==> src/hw/rtl/rhp_pkg.sv <==
// Shared types, constants and lookup tables for the radiotap header parser.
`timescale 1ns / 1ps
`default_nettype none
package rhp_pkg;

  localparam int PositionBits = 16;
  localparam int NumFields    = 22;
  localparam int IdxW         = $clog2(NumFields);
  localparam int OutDataW     = 56;

  localparam logic [IdxW-1:0] FieldChannel = IdxW'(3);
  localparam logic [IdxW-1:0] FieldSignal  = IdxW'(5);
  localparam int              FieldSkip    = 18;

  // alignment minus one, per present bit
  localparam logic [2:0] FldAlignMask [NumFields] = '{
    3'd7, 3'd0, 3'd0, 3'd1, 3'd1, 3'd0, 3'd0, 3'd1, 3'd1, 3'd1, 3'd0,
    3'd0, 3'd0, 3'd0, 3'd1, 3'd1, 3'd0, 3'd0, 3'd0, 3'd0, 3'd3, 3'd1
  };

  localparam logic [3:0] FldSize [NumFields] = '{
    4'd8, 4'd1, 4'd1, 4'd4, 4'd2, 4'd1, 4'd1, 4'd2, 4'd2, 4'd2, 4'd1,
    4'd1, 4'd1, 4'd1, 4'd2, 4'd2, 4'd1, 4'd1, 4'd0, 4'd3, 4'd8, 4'd12
  };

  typedef enum logic [4:0] {
    PhLength  = 5'b00001,
    PhPresent = 5'b00010,
    PhWalk    = 5'b00100,
    PhDone    = 5'b01000,
    PhInvalid = 5'b10000
  } phase_e;

  typedef struct packed {
    logic                 walk;
    logic [IdxW-1:0]      idx;
    logic [15:0]          off;
    logic [NumFields-1:0] bits;
  } pick_t;

  typedef struct packed {
    logic        sig_present;
    logic [7:0]  sig;
    logic [7:0]  chan;
    logic [15:0] freq;
    logic [15:0] len;
  } result_t;

  // frequency in MHz to channel number; x/5 via x*205>>10, exact below 1024
  function automatic logic [7:0] chan_map(input logic [15:0] f);
    logic [9:0]  x;
    logic [17:0] p;
    logic [7:0]  ch;
    x  = '0;
    ch = '0;
    if (f == 16'd2484) begin
      ch = 8'd14;
    end else if (f inside {[16'd2412:16'd2472]}) begin
      x  = 10'(f - 16'd2407);
      p  = 18'(x) * 18'd205;
      ch = p[17:10];
    end else if (f inside {[16'd5000:16'd5900]}) begin
      x  = 10'(f - 16'd5000);
      p  = 18'(x) * 18'd205;
      ch = p[17:10];
    end
    return ch;
  endfunction

endpackage
`default_nettype wire

==> src/hw/rtl/rhp_field_pick.sv <==
// Next present field selection: priority encode, align, and header-length bound.
`timescale 1ns / 1ps
`default_nettype none
module rhp_field_pick (
  input  wire logic [rhp_pkg::NumFields-1:0] bits_i,
  input  wire logic [15:0]                   off_i,
  input  wire logic [15:0]                   hdr_len_i,
  output rhp_pkg::pick_t                     pick_o
);

  logic [rhp_pkg::NumFields-1:0] mask;
  logic                          found;
  logic [rhp_pkg::IdxW-1:0]      idx;
  logic [2:0]                    al_mask;
  logic [16:0]                   aligned;
  logic [17:0]                   fld_end;

  // zero-size fields are skipped
  assign mask = bits_i & ~(rhp_pkg::NumFields'(1) << rhp_pkg::FieldSkip);

  always_comb begin
    found = 1'b0;
    idx   = '0;
    for (int j = rhp_pkg::NumFields - 1; j >= 0; j--) begin
      if (mask[j]) begin
        found = 1'b1;
        idx   = rhp_pkg::IdxW'(j);
      end
    end
  end

  assign al_mask = rhp_pkg::FldAlignMask[idx];
  assign aligned = ({1'b0, off_i} + 17'(al_mask)) & ~17'(al_mask);
  assign fld_end = 18'(aligned) + 18'(rhp_pkg::FldSize[idx]);

  always_comb begin
    pick_o.walk = found && (fld_end <= 18'(hdr_len_i));
    pick_o.idx  = idx;
    pick_o.off  = pick_o.walk ? aligned[15:0] : off_i;
    pick_o.bits = found ? bits_i : '0;
  end

endmodule
`default_nettype wire

==> src/hw/rtl/rhp_parser.sv <==
// Per-byte parse state and next-state logic; forms the result on the last byte.
`timescale 1ns / 1ps
`default_nettype none
module rhp_parser (
  input  wire logic       clk_i,
  input  wire logic       rst_ni,
  input  wire logic       item_valid_i,
  input  wire logic [7:0] data_i,
  input  wire logic       last_i,
  output rhp_pkg::result_t res_o
);

  localparam int PB = rhp_pkg::PositionBits;
  localparam int NF = rhp_pkg::NumFields;

  logic [PB-1:0]            pos_q, pos_d;
  logic [15:0]              hl_q, hl_d;
  logic [NF-1:0]            bits_q, bits_d;
  logic [NF-1:0]            word_q, word_d;
  rhp_pkg::phase_e          phase_q, phase_d;
  logic [15:0]              next_q, next_d;
  logic [rhp_pkg::IdxW-1:0] idx_q, idx_d;
  logic [15:0]              freq_q, freq_d;
  logic [7:0]               sig_q, sig_d;
  logic                     seen_q, seen_d;

  logic                     at_max;
  logic [15:0]              pos16;
  logic [15:0]              diff;
  logic                     first;
  logic [3:0]               fsize;
  logic                     pick_en;
  logic [NF-1:0]            pick_bits;
  logic [15:0]              pick_off;
  rhp_pkg::pick_t           pick;
  logic [PB-1:0]            len_item;
  logic [15:0]              len16;
  logic                     ok;

  assign at_max = (pos_q == {PB{1'b1}});
  assign pos16  = 16'(pos_q);
  assign diff   = pos16 - next_q;
  assign first  = (next_q == 16'd4);
  assign fsize  = rhp_pkg::FldSize[idx_q];

  rhp_field_pick u_pick (
    .bits_i    (pick_bits),
    .off_i     (pick_off),
    .hdr_len_i (hl_q),
    .pick_o    (pick)
  );

  always_comb begin
    hl_d      = hl_q;
    bits_d    = bits_q;
    word_d    = word_q;
    phase_d   = phase_q;
    next_d    = next_q;
    idx_d     = idx_q;
    freq_d    = freq_q;
    sig_d     = sig_q;
    seen_d    = seen_q;
    pick_en   = 1'b0;
    pick_bits = bits_q;
    pick_off  = next_q + 16'd4;
    if (!at_max) begin
      case (phase_q)
        rhp_pkg::PhLength: begin
          if (pos16 == 16'd2) begin
            hl_d = {8'h00, data_i};
          end else if (pos16 == 16'd3) begin
            hl_d = {data_i, hl_q[7:0]};
            if (hl_d < 16'd8) begin
              phase_d = rhp_pkg::PhInvalid;
            end else begin
              phase_d = rhp_pkg::PhPresent;
              next_d  = 16'd4;
            end
          end
        end
        rhp_pkg::PhPresent: begin
          if (diff[1:0] != 2'd3) begin
            if (first) begin
              case (diff[1:0])
                2'd0:    word_d[7:0]   = data_i;
                2'd1:    word_d[15:8]  = data_i;
                default: word_d[21:16] = data_i[5:0];
              endcase
            end
          end else begin
            if (first) bits_d = word_q;
            next_d    = next_q + 16'd4;
            pick_bits = first ? word_q : bits_q;
            pick_off  = next_q + 16'd4;
            if (!data_i[7] || ({1'b0, next_q} + 17'd8 > {1'b0, hl_q})) pick_en = 1'b1;
          end
        end
        rhp_pkg::PhWalk: begin
          if (pos16 >= next_q) begin
            if (idx_q == rhp_pkg::FieldChannel && diff == 16'd0) freq_d = {8'h00, data_i};
            if (idx_q == rhp_pkg::FieldChannel && diff == 16'd1) freq_d = {data_i, freq_q[7:0]};
            if (idx_q == rhp_pkg::FieldSignal && diff == 16'd0) begin
              sig_d  = data_i;
              seen_d = 1'b1;
            end
            if (diff + 16'd1 >= 16'(fsize)) begin
              next_d    = next_q + 16'(fsize);
              bits_d    = bits_q & ~(NF'(1) << idx_q);
              pick_bits = bits_d;
              pick_off  = next_q + 16'(fsize);
              pick_en   = 1'b1;
            end
          end
        end
        default: ;
      endcase
      if (pick_en) begin
        bits_d = pick.bits;
        if (pick.walk) begin
          phase_d = rhp_pkg::PhWalk;
          idx_d   = pick.idx;
          next_d  = pick.off;
        end else begin
          phase_d = rhp_pkg::PhDone;
        end
      end
    end
  end

  assign pos_d    = at_max ? pos_q : pos_q + PB'(1);
  assign len_item = at_max ? pos_q : pos_q + PB'(1);
  assign len16    = 16'(len_item);

  assign ok = (len16 >= 16'd8) && (phase_d != rhp_pkg::PhInvalid) &&
              (phase_d != rhp_pkg::PhLength) && (hl_d >= 16'd8) && (hl_d <= len16);

  always_comb begin
    res_o.len         = ok ? hl_d : '0;
    res_o.freq        = ok ? freq_d : '0;
    res_o.chan        = ok ? rhp_pkg::chan_map(freq_d) : '0;
    res_o.sig         = (ok && seen_d) ? sig_d : '0;
    res_o.sig_present = ok && seen_d;
  end

  always_ff @(posedge clk_i or negedge rst_ni) begin
    if (!rst_ni) begin
      pos_q   <= '0;
      hl_q    <= '0;
      bits_q  <= '0;
      word_q  <= '0;
      phase_q <= rhp_pkg::PhLength;
      next_q  <= '0;
      idx_q   <= '0;
      freq_q  <= '0;
      sig_q   <= '0;
      seen_q  <= 1'b0;
    end else if (item_valid_i) begin
      if (last_i) begin
        pos_q   <= '0;
        hl_q    <= '0;
        bits_q  <= '0;
        word_q  <= '0;
        phase_q <= rhp_pkg::PhLength;
        next_q  <= '0;
        idx_q   <= '0;
        freq_q  <= '0;
        sig_q   <= '0;
        seen_q  <= 1'b0;
      end else begin
        pos_q   <= pos_d;
        hl_q    <= hl_d;
        bits_q  <= bits_d;
        word_q  <= word_d;
        phase_q <= phase_d;
        next_q  <= next_d;
        idx_q   <= idx_d;
        freq_q  <= freq_d;
        sig_q   <= sig_d;
        seen_q  <= seen_d;
      end
    end
  end

endmodule
`default_nettype wire

==> src/hw/rtl/radiotap_header_parser_top.sv <==
// Top level of the radiotap header parser: input register, parser, result register.
// The tlast item passes the input register; the result register loads when that item is processed.
// Throughput: one byte item per cycle; one result per packet, at its last byte.
// Non-last items keep flowing while a result waits; a tlast item then waits for it.
// Reset (rst_ni low, asynchronous) clears parse state and both valid flags.
`timescale 1ns / 1ps
`default_nettype none
module radiotap_header_parser_top (
  input  wire logic                         clk_i,
  input  wire logic                         rst_ni,
  input  wire logic                         s_axis_tvalid,
  output logic                              s_axis_tready,
  input  wire logic [7:0]                   s_axis_tdata,  // data_byte
  input  wire logic                         s_axis_tlast,  // last_byte
  output logic                              m_axis_tvalid,
  input  wire logic                         m_axis_tready,
  // radiotap_length[15:0], frequency_mhz[31:16], channel_number[39:32],
  // signal_level[47:40], signal_present[48], zero fill[55:49]
  output logic [rhp_pkg::OutDataW-1:0]      m_axis_tdata
);

  logic             in_valid_q;
  logic [7:0]       in_data_q;
  logic             in_last_q;
  logic             out_free;
  logic             proc;
  rhp_pkg::result_t res;
  rhp_pkg::result_t out_q;
  logic             out_valid_q;

  assign out_free      = !out_valid_q || m_axis_tready;
  assign proc          = in_valid_q && (!in_last_q || out_free);
  assign s_axis_tready = !in_valid_q || proc;

  always_ff @(posedge clk_i or negedge rst_ni) begin
    if (!rst_ni) begin
      in_valid_q <= 1'b0;
    end else if (s_axis_tready) begin
      in_valid_q <= s_axis_tvalid;
    end
  end

  always_ff @(posedge clk_i) begin
    if (s_axis_tvalid && s_axis_tready) begin
      in_data_q <= s_axis_tdata;
      in_last_q <= s_axis_tlast;
    end
  end

  rhp_parser u_parser (
    .clk_i        (clk_i),
    .rst_ni       (rst_ni),
    .item_valid_i (proc),
    .data_i       (in_data_q),
    .last_i       (in_last_q),
    .res_o        (res)
  );

  always_ff @(posedge clk_i or negedge rst_ni) begin
    if (!rst_ni) begin
      out_valid_q <= 1'b0;
    end else if (proc && in_last_q) begin
      out_valid_q <= 1'b1;
    end else if (m_axis_tready) begin
      out_valid_q <= 1'b0;
    end
  end

  always_ff @(posedge clk_i) begin
    if (proc && in_last_q) out_q <= res;
  end

  assign m_axis_tvalid = out_valid_q;
  assign m_axis_tdata  = rhp_pkg::OutDataW'(out_q);

endmodule
`default_nettype wire

==> config.mk <==
export PLATFORM = sky130hd
export DESIGN_NAME = radiotap_header_parser_top
export DESIGN_NICKNAME = d
export VERILOG_FILES = /design/src/hw/rtl/rhp_pkg.sv /design/src/hw/rtl/rhp_field_pick.sv /design/src/hw/rtl/rhp_parser.sv /design/src/hw/rtl/radiotap_header_parser_top.sv
export SDC_FILE = /design/constraint.sdc
export NUM_CORES = 1
export LEC_CHECK = 0
export ABC_AREA = 1
export BUFFER_PORTS_ARGS = -buffer_cell sky130_fd_sc_hd__buf_2
export CAP_MARGIN = 10
export CELL_PAD_IN_SITES_DETAIL_PLACEMENT = 1
export CELL_PAD_IN_SITES_GLOBAL_PLACEMENT = 1
export CORE_ASPECT_RATIO = 1.25
export CORE_UTILIZATION = 47
export CTS_CLUSTER_SIZE = 28
export DETAILED_ROUTE_END_ITERATION = 7
export PLACE_DENSITY = 0.89
export SLEW_MARGIN = 15
export SYNTH_ARGS = -nofsm -noshare
export SYNTH_HDL_FRONTEND = slang
export SYNTH_SLANG_ARGS = --single-unit
export TNS_END_PERCENT = 30
==> constraint.sdc <==
create_clock -name clk_i -period 11.65 [get_ports clk_i]
set_clock_uncertainty 0.1 [all_clocks]
set_input_delay 0 -clock clk_i [delete_from_list [all_inputs] [get_ports clk_i]]
set_output_delay 0 -clock clk_i [all_outputs]
set_load 0.02 [all_outputs]
==> flow_summary.ini <==
[place]
io_buffers = 63
hpwl_mm = 55.9
gp_congestion = 0.993
pre_cts_ws_ns = 0.506

[cells_and_area]
seq_area_um2 = 4920
layout-drive-gt1-share_pct = 7.71
multi_input_area_um2 = 11700
final_cell_mix = nand2_1 (644), inv_1 (409), nor2_1 (214)
fin_nets = 2956
num_antenna_cells = 0
fill_cells = 5084
area_delta_synth_final_pct = 9.40
layout_commonest_cell = nand2_1

[floorplanning]
die_area_um2 = 40200
die_x_um = 179
die_h_um = 224
core_um2 = 38400
io_pins = 71
initial_core_util_pct = 48.1
rows = 80

[timing]
hold_violations = 0
setup_slack_ns = 0.988
fin_setup_tns_ns = 0
setup_viol = 0
fin_crit_ns = 10.66
fmax_mhz = 93.8
rsz0062_at_grt = no
worst_pin_slew_ns = 1.20
relSlewSlack_pct = 20.2
fin_crit_sh_pct = 91.5
slew_violations = 0

[global_routing]
grt_pass1_wl_mm = 114
grt_pass1_vias = 20400
grtUsageMet2_pct = 65.4
grtUsageMet3_pct = 4.50
grt_max_degree = 79
grt-busiest-layer = met2
use_met1_pct = 40.7
track_usage_pct = 36.8
gr-total-overflow = 0
antenna_found_initial = 0

[detailed_routing]
drc_errors = 0
drt-total-wl_mm = 72.9
viasPerCell = 6.01
ant_nets = 0
vias = 19300
drtIter0Drc = 1454
wl_per_cell_um = 22.7
drtPass1Iterations = 8

[clock_network]
clock-root-buffer = clkbuf_16
cts_buffer_depth = 2
cts_tree = done
cts_htree_levels = 4
worstSkewPairLatency_ns = 0.49
numCtsBuffers = 17
clk_pin_slew_worst_paths_ns = 0.09
cts_sinks = 185

[pwr]
p_leak_nw = 10.2
power_density_nw_per_um2 = 124
peakVddDrop_v = 0.000105

[setup_path]
ff2ff_setup_slack_ns = 0.99
cp.arrival_ns = 10.93
cpMostUsedCell = nand2_1
cp-start-kind = flop
slowest_stage = fa_1
path_class = reg2reg
critPathMaxStageDelay_ns = 0.44
crit_fanout = 19
cp-end-kind = flop
worst_ep_required_time_ns = 11.92

[flow_run]
cap_viol_max_count = 0

[logic_synthesis]
async_reset_ff_share_pct = 68.6
synth_top_area_share_pct = 17.0
synth-main-ff-cell = dfrtp_1
yosysTopAreaCell = dfrtp_1
ys.warnings.count = 0
synth-seq-cells = 185
yosys.cell_types.count = 61
synth-edff-count = 58
seq_area_frac_synth_pct = 26.6
synth_area_um2 = 18500
synthCells = 2648
synth_area_per_cell_um2 = 6.99
synth.area.top_cells = dfrtp_1 (17%), ha_1 (13%), nand2_1 (13%), edfxtp_1 (9.4%), inv_1 (8.3%)

[hold_path]
hold_path.class = in2reg

[status]
status = finished clean
[per-layer routing]
layer	up-vias	part of all wire, %
met1	9560	38
li1	8851	-
met3	235	4.5
met4	0	7.7
met5	-	0
met2	656	50
[cells in the mapped netlist, types with 5 or more instances]
cell	instances
o22ai_1	75
dfrtp_1	126
clkinv_1	9
buf_1	7
nor2_2	14
o21a_1	8
nor4_1	11
nand2_1	647
nand3_1	163
xor2_1	64
ha_1	197
nor2_1	215
buf_4	8
o21ai_1	22
nor3_1	30
nand3_2	5
fa_1	37
buf_2	5
a31oi_1	12
xnor2_1	11
nand2_2	17
nand4_1	58
edfxtp_1	58
o221ai_1	7
a21oi_1	101
a221oi_1	8
inv_1	410
inv_2	15
o211ai_1	18
o21ai_0	171
clkbuf_1	54
o21bai_1	6
a211oi_1	8
[worst max-delay path, delay by kind of cell, from the launching register on]
family                   cells  cell delay (ns)
AND/OR/NAND/NOR             41             4.42
XOR/XNOR                     3             0.63
AO/OA/AOI/OAI               12             1.86
buffers and inverters        9             1.16
adder cells (fa/ha/maj)      6             2.03
flip-flops                   1             0.38
[per-stage QoR]
step	hold WS (ns)	cells	instance area, um2	total power, W	util, %
5_1_grt	0.132	3214	20200	0.00263	52.6
3_5_place_dp	-0.113	3162	19400	0.00185	50.4
2_1_floorplan	-0.396	2654	18500	0.00151	-
4_1_cts	0.115	3210	20100	0.00246	52.4
6_report	0.126	3214	20200	0.00250	52.6
3_3_place_gp	-0.122	3162	19400	0.00178	50.4
[flip-flops by register name, summed over array words and instances (netlist names), 5 cells and up]
signal,count
u_parser.bits_q,21
u_parser.pos16,16
u_parser.word_q,21
u_parser.next_q,16
u_parser.hl_q,16
u_parser.idx_q,5
m_axis_tdata,49
u_parser.phase_q,5
in_data_q,8
u_parser.sig_q,8
u_parser.freq_q,16
[report_power, final]
group	leakage (nW)	switching, W	internal, W	total (W)
sequential	2.30	0.0000334	0.000705	0.000738
clock	0.290	0.000324	0.000289	0.000613
combinational	7.63	0.000810	0.000340	0.00115
[cells by family (layout without fill, tap and decap cells)]
family / count (synthesis) / after routing / synth area share (%)
AOI/OAI and AO/OA: 458 / 458 / 14.2
and+or+nand+nor: 1184 / 1185 / 27.6
other: 1 / 7 / 0.0203
buffers and inverters: 510 / 577 / 10.6
DFF: 185 / 185 / 26.6
adders and majority gates: 234 / 234 / 17.3
muxes: 1 / 1 / 0.0609
xor gates and xnor gates: 75 / 75 / 3.55
[path summary, 6_finish.rpt]
path	startpoint	endpoint	depth (start not counted)
max in group asynchronous	rst_ni	u_parser.bits_q[11]	4
worst min register to register	u_parser.word_q[16]	u_parser.word_q[16]	2
worst max-delay path	u_parser.pos16[0]	u_parser.idx_q[3]	71
worst max register to register	u_parser.pos16[0]	u_parser.idx_q[3]	71
min in group asynchronous	rst_ni	u_parser.hl_q[9]	4
worst min-delay path	s_axis_tdata[1]	in_data_q[1]	2
[final cells by class]
class / count / area share, %
inverter: 434 / 8.06
timing repair buffer: 111 / 3.69
sequential: 185 / 24.3
clock inverter: 15 / 0.847
tap: 492 / 3.04
clock buffer: 17 / 2.10
multi-input combinational: 1960 / 57.9
[what timing repair did]
action,4_1_cts,5_1_grt
endpoints found under the setup margin,0,26
gates resized for setup,0,18
buffers inserted,0,3
endpoints found under the hold margin,69,0
hold buffers,16,0
(Power assumes the default switching activity.)
